$ cat config.mk
export PLATFORM = sky130hd
export DESIGN_NAME = reliable_datagram_session_rx_unit
export DESIGN_NICKNAME = d
export VERILOG_FILES = /design/src/rtl/rdsrx_pkg.sv /design/src/rtl/reliable_datagram_session_rx_unit.sv /design/src/rtl/rdsrx_front.sv /design/src/rtl/rdsrx_queue.sv /design/src/rtl/rdsrx_back.sv
export SDC_FILE = /design/constraint.sdc
export NUM_CORES = 1
export LEC_CHECK = 0
export BUFFER_PORTS_ARGS = -buffer_cell sky130_fd_sc_hd__buf_2
export CELL_PAD_IN_SITES_DETAIL_PLACEMENT = 1
export CELL_PAD_IN_SITES_GLOBAL_PLACEMENT = 2
export CORE_MARGIN = 2
export CORE_UTILIZATION = 45
export CTS_CLUSTER_DIAMETER = 50
export DETAILED_ROUTE_END_ITERATION = 8
export GPL_ROUTABILITY_DRIVEN = 0
export PLACE_DENSITY_LB_ADDON = 0.25
export REMOVE_ABC_BUFFERS = 1
export SLEW_MARGIN = 15
export SYNTH_ARGS = -nofsm -noshare
export SYNTH_HDL_FRONTEND = slang
export SYNTH_HIERARCHICAL = 1
export SYNTH_SLANG_ARGS = --single-unit
$ cat constraint.sdc
create_clock -name clk_i -period 6.5 [get_ports clk_i]
set_input_delay 0 -clock clk_i [delete_from_list [all_inputs] [get_ports clk_i]]
set_output_delay 0 -clock clk_i [all_outputs]
set_load 0.005 [all_outputs]
$ cat src/rtl/rdsrx_pkg.sv
// Shared types and constants of the datagram session receive unit.
`default_nettype none
package rdsrx_pkg;

  localparam int unsigned QueueDepth = 4;

  localparam logic [15:0] MaxPayload      = 16'd1024;
  localparam logic [15:0] PingIntervalRst = 16'd1000;
  localparam logic [15:0] LostTimeoutRst  = 16'd3000;

  // Configuration register indexes.
  localparam logic CFG_PING_INTERVAL = 1'b0;
  localparam logic CFG_LOST_TIMEOUT  = 1'b1;

  typedef enum logic [2:0] {
    CMD_PACKET    = 3'd0,
    CMD_TICK      = 3'd1,
    CMD_HOST_READ = 3'd2,
    CMD_HOST_FREE = 3'd3,
    CMD_CLOSE     = 3'd4,
    CMD_CONNECT   = 3'd5
  } cmd_e;

  typedef enum logic [2:0] {
    OP_NOP,
    OP_PKT,
    OP_TICK,
    OP_READ,
    OP_FREE,
    OP_CLOSE
  } op_e;

  typedef enum logic [1:0] {
    TX_NONE = 2'd0,
    TX_ACK  = 2'd1,
    TX_PING = 2'd2
  } tx_kind_e;

  typedef enum logic [2:0] {
    EV_NONE         = 3'd0,
    EV_CONNECTED    = 3'd1,
    EV_LOST         = 3'd2,
    EV_DROP_BUSY    = 3'd3,
    EV_OUT_OF_ORDER = 3'd4,
    EV_IGNORED      = 3'd5
  } event_e;

  typedef struct packed {
    op_e         op;
    logic [15:0] session;
    logic [15:0] seq;
    logic        f_rst;
    logic        f_synack;
    logic        f_ping;
    logic        f_data;
    logic        f_ack;
    logic        has_payload;
    logic [10:0] plen;
  } item_t;

  typedef struct packed {
    logic empty;
    logic full;
  } q_stat_t;

endpackage
`default_nettype wire

$ cat src/rtl/reliable_datagram_session_rx_unit.sv
// Top level of the datagram session receive unit.
// The unit takes one transaction per cycle while the FIFO is not full, and returns exactly
// one result for each. A transaction is decoded by the front end, waits in a QueueDepth-entry
// FIFO, and is executed by the session engine, whose result lands in an output register;
// the earliest result passes through the FIFO storage and then the output register before
// it is presented. Input ready falls only when the FIFO is full, which happens when the
// output side stalls. Configuration writes take effect at the clock edge of the write.
`default_nettype none
module reliable_datagram_session_rx_unit #(
  parameter int unsigned QueueDepth = rdsrx_pkg::QueueDepth
) (
  input  wire logic        clk_i,
  input  wire logic        rst_ni,
  input  wire logic        cfg_we_i,
  input  wire logic        cfg_idx_i,
  input  wire logic [15:0] cfg_wdata_i,
  input  wire logic        in_valid_i,
  output logic             in_ready_o,
  input  wire logic [2:0]  cmd_i,
  input  wire logic [15:0] pkt_session_i,
  input  wire logic [15:0] pkt_seq_i,
  input  wire logic        flag_reset_i,
  input  wire logic        flag_synack_i,
  input  wire logic        flag_ping_i,
  input  wire logic        flag_data_i,
  input  wire logic        flag_ack_i,
  input  wire logic [10:0] payload_len_i,
  output logic             out_valid_o,
  input  wire logic        out_ready_i,
  output logic [1:0]       tx_kind_o,
  output logic [15:0]      tx_session_o,
  output logic [15:0]      tx_seq_o,
  output logic             deliver_o,
  output logic [10:0]      deliver_len_o,
  output logic             peer_acked_o,
  output logic [15:0]      acked_seq_o,
  output logic [2:0]       event_res_o,
  output logic             connected_o
);

  rdsrx_pkg::item_t   front_item, q_item;
  rdsrx_pkg::q_stat_t q_stat;
  logic               pop;

  assign in_ready_o = !q_stat.full;

  rdsrx_front u_front (
    .cmd_i         (cmd_i),
    .pkt_session_i (pkt_session_i),
    .pkt_seq_i     (pkt_seq_i),
    .flag_reset_i  (flag_reset_i),
    .flag_synack_i (flag_synack_i),
    .flag_ping_i   (flag_ping_i),
    .flag_data_i   (flag_data_i),
    .flag_ack_i    (flag_ack_i),
    .payload_len_i (payload_len_i),
    .item_o        (front_item)
  );

  rdsrx_queue #(
    .Depth (QueueDepth)
  ) u_queue (
    .clk_i  (clk_i),
    .rst_ni (rst_ni),
    .push_i (in_valid_i),
    .item_i (front_item),
    .pop_i  (pop),
    .item_o (q_item),
    .stat_o (q_stat)
  );

  rdsrx_back u_back (
    .clk_i         (clk_i),
    .rst_ni        (rst_ni),
    .cfg_we_i      (cfg_we_i),
    .cfg_idx_i     (cfg_idx_i),
    .cfg_wdata_i   (cfg_wdata_i),
    .item_i        (q_item),
    .q_stat_i      (q_stat),
    .pop_o         (pop),
    .out_valid_o   (out_valid_o),
    .out_ready_i   (out_ready_i),
    .tx_kind_o     (tx_kind_o),
    .tx_session_o  (tx_session_o),
    .tx_seq_o      (tx_seq_o),
    .deliver_o     (deliver_o),
    .deliver_len_o (deliver_len_o),
    .peer_acked_o  (peer_acked_o),
    .acked_seq_o   (acked_seq_o),
    .event_res_o   (event_res_o),
    .connected_o   (connected_o)
  );

`ifndef SYNTHESIS
  // The engine never pops an empty queue.
  assert property (@(posedge clk_i) disable iff (!rst_ni) pop |-> !q_stat.empty)
    else $error("pop from empty queue");

  // Any transmitted header carries an open session id.
  assert property (@(posedge clk_i) disable iff (!rst_ni)
    out_valid_o && tx_kind_o != rdsrx_pkg::TX_NONE |-> tx_session_o != 16'd0)
    else $error("header sent without a session");

  // A delivered payload is always acknowledged in the same result.
  assert property (@(posedge clk_i) disable iff (!rst_ni)
    out_valid_o && deliver_o |-> tx_kind_o == rdsrx_pkg::TX_ACK)
    else $error("delivery without ack");

  // A connect event leaves the session open.
  assert property (@(posedge clk_i) disable iff (!rst_ni)
    out_valid_o && event_res_o == rdsrx_pkg::EV_CONNECTED |-> connected_o)
    else $error("connect event without session");
`endif

endmodule
`default_nettype wire

$ cat src/rtl/rdsrx_front.sv
// Front end: decodes the command and screens oversized packets.
`default_nettype none
module rdsrx_front (
  input  wire logic [2:0]     cmd_i,
  input  wire logic [15:0]    pkt_session_i,
  input  wire logic [15:0]    pkt_seq_i,
  input  wire logic           flag_reset_i,
  input  wire logic           flag_synack_i,
  input  wire logic           flag_ping_i,
  input  wire logic           flag_data_i,
  input  wire logic           flag_ack_i,
  input  wire logic [10:0]    payload_len_i,
  output rdsrx_pkg::item_t    item_o
);

  logic too_long;

  assign too_long = {5'd0, payload_len_i} > rdsrx_pkg::MaxPayload;

  always_comb begin
    item_o.session     = pkt_session_i;
    item_o.seq         = pkt_seq_i;
    item_o.f_rst       = flag_reset_i;
    item_o.f_synack    = flag_synack_i;
    item_o.f_ping      = flag_ping_i;
    item_o.f_data      = flag_data_i;
    item_o.f_ack       = flag_ack_i;
    item_o.has_payload = payload_len_i != 11'd0;
    item_o.plen        = payload_len_i;
    case (cmd_i)
      rdsrx_pkg::CMD_PACKET: begin
        // An oversized packet is dropped without any effect on the session.
        item_o.op = too_long ? rdsrx_pkg::OP_NOP : rdsrx_pkg::OP_PKT;
      end
      rdsrx_pkg::CMD_TICK:      item_o.op = rdsrx_pkg::OP_TICK;
      rdsrx_pkg::CMD_HOST_READ: item_o.op = rdsrx_pkg::OP_READ;
      rdsrx_pkg::CMD_HOST_FREE: item_o.op = rdsrx_pkg::OP_FREE;
      rdsrx_pkg::CMD_CLOSE:     item_o.op = rdsrx_pkg::OP_CLOSE;
      rdsrx_pkg::CMD_CONNECT:   item_o.op = rdsrx_pkg::OP_CLOSE;
      default:                  item_o.op = rdsrx_pkg::OP_NOP;
    endcase
  end

endmodule
`default_nettype wire

$ cat src/rtl/rdsrx_queue.sv
// Small FIFO that decouples the front end from the session engine.
`default_nettype none
module rdsrx_queue #(
  parameter int unsigned Depth = rdsrx_pkg::QueueDepth
) (
  input  wire logic               clk_i,
  input  wire logic               rst_ni,
  input  wire logic               push_i,
  input  wire rdsrx_pkg::item_t   item_i,
  input  wire logic               pop_i,
  output rdsrx_pkg::item_t        item_o,
  output rdsrx_pkg::q_stat_t      stat_o
);

  localparam int unsigned AW = (Depth > 1) ? $clog2(Depth) : 1;
  localparam int unsigned CW = $clog2(Depth + 1);
  localparam logic [AW-1:0] LastIdx = AW'(Depth - 1);
  localparam logic [CW-1:0] Full    = CW'(Depth);

  rdsrx_pkg::item_t mem_q [Depth];
  logic [AW-1:0] wr_ptr_q, wr_ptr_d, rd_ptr_q, rd_ptr_d;
  logic [CW-1:0] count_q, count_d;
  logic          do_push, do_pop;

  assign stat_o.empty = count_q == '0;
  assign stat_o.full  = count_q == Full;
  assign do_push      = push_i && !stat_o.full;
  assign do_pop       = pop_i && !stat_o.empty;
  assign item_o       = mem_q[rd_ptr_q];

  always_comb begin
    wr_ptr_d = wr_ptr_q;
    rd_ptr_d = rd_ptr_q;
    count_d  = count_q;
    if (do_push) begin
      wr_ptr_d = (wr_ptr_q == LastIdx) ? '0 : wr_ptr_q + AW'(1);
    end
    if (do_pop) begin
      rd_ptr_d = (rd_ptr_q == LastIdx) ? '0 : rd_ptr_q + AW'(1);
    end
    if (do_push && !do_pop) begin
      count_d = count_q + CW'(1);
    end else if (do_pop && !do_push) begin
      count_d = count_q - CW'(1);
    end
  end

  always_ff @(posedge clk_i or negedge rst_ni) begin
    if (!rst_ni) begin
      wr_ptr_q <= '0;
      rd_ptr_q <= '0;
      count_q  <= '0;
    end else begin
      wr_ptr_q <= wr_ptr_d;
      rd_ptr_q <= rd_ptr_d;
      count_q  <= count_d;
    end
  end

  always_ff @(posedge clk_i) begin
    if (do_push) begin
      mem_q[wr_ptr_q] <= item_i;
    end
  end

endmodule
`default_nettype wire

$ cat src/rtl/rdsrx_back.sv
// Session engine: holds the session state and registers one result per transaction.
`default_nettype none
module rdsrx_back (
  input  wire logic               clk_i,
  input  wire logic               rst_ni,
  input  wire logic               cfg_we_i,
  input  wire logic               cfg_idx_i,
  input  wire logic [15:0]        cfg_wdata_i,
  input  wire rdsrx_pkg::item_t   item_i,
  input  wire rdsrx_pkg::q_stat_t q_stat_i,
  output logic                    pop_o,
  output logic                    out_valid_o,
  input  wire logic               out_ready_i,
  output logic [1:0]              tx_kind_o,
  output logic [15:0]             tx_session_o,
  output logic [15:0]             tx_seq_o,
  output logic                    deliver_o,
  output logic [10:0]             deliver_len_o,
  output logic                    peer_acked_o,
  output logic [15:0]             acked_seq_o,
  output logic [2:0]              event_res_o,
  output logic                    connected_o
);

  logic [15:0] ping_int_q, lost_to_q;
  logic [15:0] sess_q, sess_d, last_q, last_d, rx_cnt_q, rx_cnt_d, ping_cnt_q, ping_cnt_d;
  logic        buf_empty_q, buf_empty_d, buf_taken_q, buf_taken_d;
  logic        out_valid_q, out_valid_d;

  rdsrx_pkg::tx_kind_e tx_kind_d;
  rdsrx_pkg::event_e   event_d;
  logic [15:0] tx_session_d, tx_seq_d, acked_seq_d;
  logic        deliver_d, peer_acked_d;
  logic [10:0] deliver_len_d;

  logic [15:0] seq_diff, rx_inc, ping_inc;

  assign pop_o       = !q_stat_i.empty && (!out_valid_q || out_ready_i);
  assign out_valid_o = out_valid_q;
  assign seq_diff    = item_i.seq - last_q;
  assign rx_inc      = (rx_cnt_q == 16'hFFFF) ? rx_cnt_q : rx_cnt_q + 16'd1;
  assign ping_inc    = (ping_cnt_q == 16'hFFFF) ? ping_cnt_q : ping_cnt_q + 16'd1;

  always_comb begin
    sess_d        = sess_q;
    last_d        = last_q;
    rx_cnt_d      = rx_cnt_q;
    ping_cnt_d    = ping_cnt_q;
    buf_empty_d   = buf_empty_q;
    buf_taken_d   = buf_taken_q;
    tx_kind_d     = rdsrx_pkg::TX_NONE;
    tx_session_d  = '0;
    tx_seq_d      = '0;
    deliver_d     = 1'b0;
    deliver_len_d = '0;
    peer_acked_d  = 1'b0;
    acked_seq_d   = '0;
    event_d       = rdsrx_pkg::EV_NONE;
    case (item_i.op)
      rdsrx_pkg::OP_PKT: begin
        if (item_i.has_payload && !(buf_empty_q && buf_taken_q)) begin
          event_d = rdsrx_pkg::EV_DROP_BUSY;
        end else if (item_i.f_rst) begin
          if (sess_q != '0) begin
            event_d = rdsrx_pkg::EV_LOST;
          end
          sess_d = '0;
        end else if (item_i.f_synack) begin
          sess_d     = item_i.session;
          last_d     = item_i.seq;
          rx_cnt_d   = '0;
          ping_cnt_d = '0;
          if (item_i.session != '0) begin
            event_d = rdsrx_pkg::EV_CONNECTED;
          end
        end else if (sess_q == '0) begin
          event_d = rdsrx_pkg::EV_IGNORED;
        end else if (item_i.session != sess_q) begin
          sess_d  = '0;
          event_d = rdsrx_pkg::EV_LOST;
        end else begin
          if (item_i.f_ping) begin
            rx_cnt_d = '0;
          end
          if (item_i.f_data) begin
            // Only the low byte of the id difference decides ordering.
            if (seq_diff[7:0] == 8'd1) begin
              if (item_i.has_payload) begin
                last_d        = item_i.seq;
                buf_empty_d   = 1'b0;
                buf_taken_d   = 1'b0;
                deliver_d     = 1'b1;
                deliver_len_d = item_i.plen;
              end
            end else begin
              event_d = rdsrx_pkg::EV_OUT_OF_ORDER;
            end
            rx_cnt_d     = '0;
            tx_kind_d    = rdsrx_pkg::TX_ACK;
            tx_session_d = sess_q;
            tx_seq_d     = last_d;
          end
          if (item_i.f_ack) begin
            peer_acked_d = 1'b1;
            acked_seq_d  = item_i.seq;
            rx_cnt_d     = '0;
          end
        end
      end
      rdsrx_pkg::OP_TICK: begin
        if (sess_q != '0) begin
          rx_cnt_d   = rx_inc;
          ping_cnt_d = ping_inc;
          if (ping_inc >= ping_int_q && rx_inc >= ping_int_q) begin
            tx_kind_d    = rdsrx_pkg::TX_PING;
            tx_session_d = sess_q;
            ping_cnt_d   = '0;
          end
          if (rx_inc >= lost_to_q) begin
            sess_d  = '0;
            event_d = rdsrx_pkg::EV_LOST;
          end
        end
      end
      rdsrx_pkg::OP_READ: begin
        if (sess_q != '0 && !buf_empty_q && !buf_taken_q) begin
          buf_empty_d = 1'b1;
          buf_taken_d = 1'b1;
        end
      end
      rdsrx_pkg::OP_FREE: begin
        buf_empty_d = 1'b1;
      end
      rdsrx_pkg::OP_CLOSE: begin
        sess_d = '0;
      end
      default: begin
      end
    endcase
  end

  always_comb begin
    out_valid_d = out_valid_q;
    if (pop_o) begin
      out_valid_d = 1'b1;
    end else if (out_ready_i) begin
      out_valid_d = 1'b0;
    end
  end

  always_ff @(posedge clk_i or negedge rst_ni) begin
    if (!rst_ni) begin
      ping_int_q  <= rdsrx_pkg::PingIntervalRst;
      lost_to_q   <= rdsrx_pkg::LostTimeoutRst;
      sess_q      <= '0;
      last_q      <= '0;
      rx_cnt_q    <= '0;
      ping_cnt_q  <= '0;
      buf_empty_q <= 1'b1;
      buf_taken_q <= 1'b1;
      out_valid_q <= 1'b0;
    end else begin
      if (cfg_we_i && cfg_idx_i == rdsrx_pkg::CFG_PING_INTERVAL) begin
        ping_int_q <= cfg_wdata_i;
      end
      if (cfg_we_i && cfg_idx_i == rdsrx_pkg::CFG_LOST_TIMEOUT) begin
        lost_to_q <= cfg_wdata_i;
      end
      if (pop_o) begin
        sess_q      <= sess_d;
        last_q      <= last_d;
        rx_cnt_q    <= rx_cnt_d;
        ping_cnt_q  <= ping_cnt_d;
        buf_empty_q <= buf_empty_d;
        buf_taken_q <= buf_taken_d;
      end
      out_valid_q <= out_valid_d;
    end
  end

  always_ff @(posedge clk_i) begin
    if (pop_o) begin
      tx_kind_o     <= tx_kind_d;
      tx_session_o  <= tx_session_d;
      tx_seq_o      <= tx_seq_d;
      deliver_o     <= deliver_d;
      deliver_len_o <= deliver_len_d;
      peer_acked_o  <= peer_acked_d;
      acked_seq_o   <= acked_seq_d;
      event_res_o   <= event_d;
      connected_o   <= sess_d != '0;
    end
  end

endmodule
`default_nettype wire

# Yosys cells after proc, flatten, opt, wreduce, memory -nomap -nowiden
# Memories as Yosys holds them, arrays and structs flattened.
# Index checks and enable logic that the tools add are counted.
dict set report op_classes {
  muxes 85
  n_eq_ne 33
  magnitude_cmp 4
  reduce_logical 45
  bitwise 8
  add_sub_neg 7
}
# operator n
set op_table {}
lappend op_table {{$mux W16} 37}
lappend op_table {{$pmux W16 S2} 3}
lappend op_table {{$ge A16 B16 Y1} 3}
lappend op_table {{$pmux W16 S3} 1}
lappend op_table {{$reduce_bool A16 Y1} 3}
lappend op_table {{$add A16 B1 Y16 const B} 2}
lappend op_table {{$eq A16 B16 Y1 const B} 2}
lappend op_table {{$mux W3} 10}
lappend op_table {{$mux W2} 11}
lappend op_table {{$reduce_and A11 Y1} 2}
lappend op_table {{$mux W1} 18}
lappend op_table {{$ne A2 B2 Y1 const B} 9}
lappend op_table {{$logic_not A16 Y1} 1}
lappend op_table {{$ne A16 B16 Y1} 1}
lappend op_table {{$eq A3 B3 Y1 const B} 5}
lappend op_table {{$pmux W3 S5} 1}
lappend op_table {{$reduce_or A7 Y1} 2}
lappend op_table {{$eq A3 B2 Y1 const B} 4}
lappend op_table {{$logic_and A1 B1 Y1} 12}
lappend op_table {{$gt A11 B11 Y1 const B} 1}
lappend op_table {{$reduce_bool A11 Y1} 1}
lappend op_table {{$reduce_bool A2 Y1} 5}
lappend op_table {{$reduce_or A9 Y1} 1}
lappend op_table {{$eq A8 B1 Y1 const B} 1}
lappend op_table {{24 further kinds} 46}
dict set report word_totals {
  mem_bits_rw 208
  out_inout_bits 69
  reg_bits 173
  mem_count 1
}
# memory depth width read_ports rd_ports_with_merged_regs write_ports line_no
set memory_table {}
lappend memory_table {u_queue.mem_q 4 52 1 0 1 rdsrx_queue.sv:20} ;# rdsrx_pkg::item_t mem_q [Depth];

# Longest topological paths before layout
# An unclocked memory read counts as a cell.
dict set report depth {
  ltp_word 11
  depth_mapped 17
  ltp_nobuf 14
}

# Cells and area by module
# The synthesis kept the hierarchy.
# mod cells_each area_per_inst_um2 seq_area_each_um2 instances
set by_module_without_submodules {}
lappend by_module_without_submodules {rdsrx_back 847 9231.4 4508.1 1}
lappend by_module_without_submodules {rdsrx_queue 309 7945.1 6421.2 1}
lappend by_module_without_submodules {rdsrx_front 60 442.9 0.0 1}
lappend by_module_without_submodules {reliable_datagram_session_rx_unit 1 3.8 0.0 1}

# Least setup slack after synthesis
# Ideal clock, no wire load.
dict set report synth_path {
  kind {reg2reg}
  start {register u_back.rx_cnt_q[4]}
  end {register u_back.sess_q[10]}
  n_path_buf 2
  required_ns 6.379
  stages_incl_launch_ff 15
  setup_slack_ns 2.761
  arrival_ns 3.618
  period_less_slack_ns 3.739
  setup_time_ns 0.121
  cell_sequence {dfrtp_1 > and4_1 > and4_1 > clkbuf_1 > a21boi_1 > and3_1 > xor2_1 > ha_1 > o21a_1 > o211ai_1 > a2111oi_2 > o22ai_1 > or4_4 > buf_2 > a22o_1}
}
dict set report synth_between {
  elab_chain_len 6
  elab_cells_between_ends 7
  cone_classes {add/sub: 1; order compare: 1; eq/ne: 1; mux: 4}
}
# element line_no
set synth_lines {}
lappend synth_lines {{start, declared} rdsrx_back.sv:26} ;# logic [15:0] sess_q, sess_d, last_q, last_d, rx_cnt_q, rx_cnt_d, ping_cnt_q, ping_cnt_d;
lappend synth_lines {{start signal, assigned} rdsrx_back.sv:172} ;# rx_cnt_q <= rx_cnt_d;
lappend synth_lines {{$add A16 B1 Y16 or $eq A16 B16 Y1 (tied branches)} rdsrx_back.sv:41} ;# assign rx_inc = (rx_cnt_q == 16'hFFFF) ? rx_cnt_q : rx_cnt_q + 16'd1;
lappend synth_lines {{$mux W16 (*)} rdsrx_back.sv:41}
lappend synth_lines {{$ge A16 B16 Y1 (*)} rdsrx_back.sv:119} ;# if (rx_inc >= lost_to_q) begin
lappend synth_lines {{$mux W16 (*)} rdsrx_back.sv:119}
lappend synth_lines {{$mux W16 (*)} rdsrx_back.sv:111} ;# if (sess_q != '0) begin
lappend synth_lines {{$pmux W16 S3 (*)} rdsrx_back.sv:59} ;# case (item_i.op)
lappend synth_lines {{end signal, assigned} rdsrx_back.sv:170} ;# sess_q <= sess_d;
lappend synth_lines {{end, declared} rdsrx_back.sv:26}
# Every way passes the cells marked *; elsewhere a longest branch is shown, timed or not.
# A chain may end at the register's enable or synchronous reset.

==> flow_summary_export.csv <==
group,metric,value,unit
clock_network,path_clk_slew,60,ps
global_routing,top_usage_layer,"met2",
timing,finalHoldViolCount,0,
global_routing,grt_usage,21.4,%
synth,synth_area,17600,um2
critical_path,crit_path_end_kind,"flip-flop",
layout,nets,1568,
global_routing,grt-ovfl-total,0,
pwr,power.total,8.58,mW
synth,synth.area.top_cells,"edfxtp_1 47%, dfrtp_1 13%, mux4_2 6.6%, ha_1 4.5%, buf_4 2.3%",
timing,finalSetupTns,0,ps
global_routing,use_met3,3.42,%
layout,final_common_cell,"edfxtp_1",
critical_path,cp.required,6950,ps
clock_network,cts_buffers,47,
timing,max_freq,0.209,GHz
timing,min_period,4780,ps
detailed_routing,drt_iter0_drc,470,
layout,final_cell_mix,"275 x edfxtp_1, 140 x buf_2, 96 x dlygate4sd3_1",
pwr,power_density,409,nW/um2
synth,synth_top_cell_by_area,"edfxtp_1",
detailed_routing,wl_per_cell,21.4,um
synth,ys_ff_latch,381,
place,pre_cts_ws,1670,ps
place,dp_hpwl,27900,um
status,status,"finished, final reports clean",
synth,synth_top_family_by_area,"simple AND/OR/NAND/NOR gates",
floorplan,core,38600,um2
global_routing,antenna_found_initial,0,
floorplan,fp.dieW,202,um
synth,synth_compound_area_share,7.15,%
synth,ys_seq_area_share,62.0,%
synth,yosys_warnings,6,
critical_path,cp_max_fo,38,
timing,setup_violations,0,
global_routing,met2_usage,37.1,%
place,io_buffers,141,
detailed_routing,route.final.wire_length,42400,um
synth,async_flop_share,27.8,%
synth,ys.flop_type,"edfxtp_1",
detailed_routing,vias,10655,
critical_path,start_kind,"flip-flop",
timing,slew-limit-headroom,34.9,%
floorplan,dieHeight,202,um
timing,clock_skew,20.7,ps
layout,fill_cells,3751,
floorplan,die-area,40800,um2
global_routing,use_met1,28.1,%
critical_path,worst_ep_arrival_time,5230,ps
layout,syn2layout_area_growth,19.2,%
layout,antenna_cells,0,
job,drv_cap,0,
timing,layout_setup_ws,1720,ps
detailed_routing,drc,0,
timing,period_share,73.5,%
detailed_routing,final_antenna_net_count,0,
floorplan,io-pin-count,142,
synth,synth_top_area_share,46.9,%
synth,synth_xor_area_share,1.89,%
floorplan,start_util,45.6,%
timing,rsz0062_at_grt,"false",
timing,slew_violations,0,
clock_network,htree_levels,2,
synth,ys_types,81,
hold_path,min_path_type,"input pin to async pin",
synth,postSynthCellCount,1217,
layout,layout-drive-gt1-share,25.7,%
pwr,ir_worst_vdd,0.254,mV
synth,synth-adder-area-share,4.70,%
synth,synth_simple_gate_area_share,9.85,%
floorplan,rows,72,
global_routing,grt_pass1_vias,11681,
critical_path,path_class,"flip-flop to flip-flop",
timing,hold_ws,46.1,ps
clock_network,clock_sinks,381,
global_routing,grt_pass1_wl,67200,um
synth,avgSynthCellArea,14.5,um2
synth,synth_edf_count,275,
layout,fin_util,54.3,%
critical_path,r2r-start,"u_queue/rd_ptr_q[0]$_DFFE_PN0P_",
critical_path,r2r_setup_slack,1720,ps
clock_network,cts_tree,"yes",
clock_network,clk_latency,570,ps
clock_network,postCtsSetupBuffers,0,
clock_network,cts-root-buf,"clkbuf_16",
critical_path,timing.rr.end,"u_back/last_q[6]$_DFFE_PN0P_",
global_routing,grt_max_degree,59,
pwr,power.leakage,8.20,nW
critical_path,r2r_cells,9,
detailed_routing,dr.pass1.iters,5,
clock_network,cts_max_path_buffers,3,
synth,synth.mux.area_fraction,9.82,%
clock_network,ctsResizeCount,0,
detailed_routing,via_per_inst,5.37,
timing,worst_pin_slew,977,ps
==> synthesized netlist by cell type (all sizes together) (37+ instances only) <==
library cell / count
o21ai: 45
dfrtp: 91
nand2: 67
nor2: 63
buf: 74
mux4: 52
ha: 63
mux2: 38
inv: 55
and2: 37
edfxtp: 275
==> where the power goes <==
group	internal [mW]	switching [mW]
clock network	1.56	1.03
registers	3.20	0.349
logic	1.07	1.37
==> metrics by stage <==
stage	cells	area, um2
detailed placement	1803	18500
CTS	1986	21000
finish	1986	21000
global route	1986	21000
global placement	1803	18500
floorplan	1131	17000
==> cell families after synthesis <==
kind of cell	Yosys count
AOI/OAI and AO/OA	183
xor gates and xnor gates	38
adders and majority gates	65
buffers and inverters	141
DFF	381
muxes	99
and+or+nand+nor	310
==> metal layers <==
metal  share of wire, %  vias up
met4                2.0        0
met5                  0        -
li1                   -     4982
met3                3.5       59
met2                 51      187
met1                 44     5427
==> worst max-delay path, stage by stage (launching register included) <==
cell and delay, ps:
dfrtp_4 940, buf_4 480, mux4_2 630, xnor2_1 170, nand4_1 170, nor4_4 530, nand2_2 150, nor3_2 260
a41o_1 860, mux2_2 420
==> sequential cells by signal (all words and copies together) (netlist names), 2 cells and up <==
| signal | cells |
|---|---|
| u_back/tx_session_o | 16 |
| u_back/rx_cnt_q | 16 |
| u_back/acked_seq_o | 16 |
| u_queue/wr_ptr_q | 2 |
| u_back/ping_int_q | 16 |
| u_queue/rd_ptr_q | 2 |
| u_back/last_q | 16 |
| u_queue/mem_q | 208 |
| u_back/lost_to_q | 16 |
| u_queue/count_q | 3 |
| u_back/deliver_len_o | 11 |
| u_back/event_res_o | 3 |
| u_back/tx_seq_o | 16 |
| u_back/ping_cnt_q | 16 |
| u_back/tx_kind_o | 2 |
| u_back/sess_q | 16 |
==> how the worst max path moves through the flow <==
stage	startpoint	end	slack, ps	cells after the start
final	u_queue/rd_ptr_q[0]$_DFFE_PN0P_	u_back/last_q[6]$_DFFE_PN0P_	1720	9
after global routing	u_queue/rd_ptr_q[0]$_DFFE_PN0P_	u_back/last_q[5]$_DFFE_PN0P_	1340	9
after CTS	u_queue/rd_ptr_q[0]$_DFFE_PN0P_	u_back/last_q[0]$_DFFE_PN0P_	1650	9
after detailed placement	u_queue/rd_ptr_q[0]$_DFFE_PN0P_	u_back/last_q[0]$_DFFE_PN0P_	1670	9
after global placement	u_queue/rd_ptr_q[0]$_DFFE_PN0P_	u_back/last_q[3]$_DFFE_PN0P_	1760	9
after floorplan	u_queue/rd_ptr_q[0]$_DFFE_PN0P_	u_back/last_q[0]$_DFFE_PN0P_	1010	11
==> area by class of cell <==
| type | count | area (um2) | area share [%] |
|---|---|---|---|
| clock buffer | 65 | 1290 | 6.17 |
| multi-input combinational | 695 | 5900 | 28.1 |
| inverter | 55 | 208 | 0.989 |
| timing repair buffer | 250 | 1770 | 8.41 |
| tap | 518 | 648 | 3.09 |
| sequential | 381 | 10900 | 52.1 |
| clock inverter | 22 | 256 | 1.22 |
==> what timing repair did <==
| item | 4_1_cts | 5_1_grt |
|---|---|---|
| hold buffers | 96 | 0 |
| endpoints found under the hold margin | 291 | 0 |
| setup endpoints to repair | 0 | 0 |
Note: power is estimated with default switching activity, not from simulation.
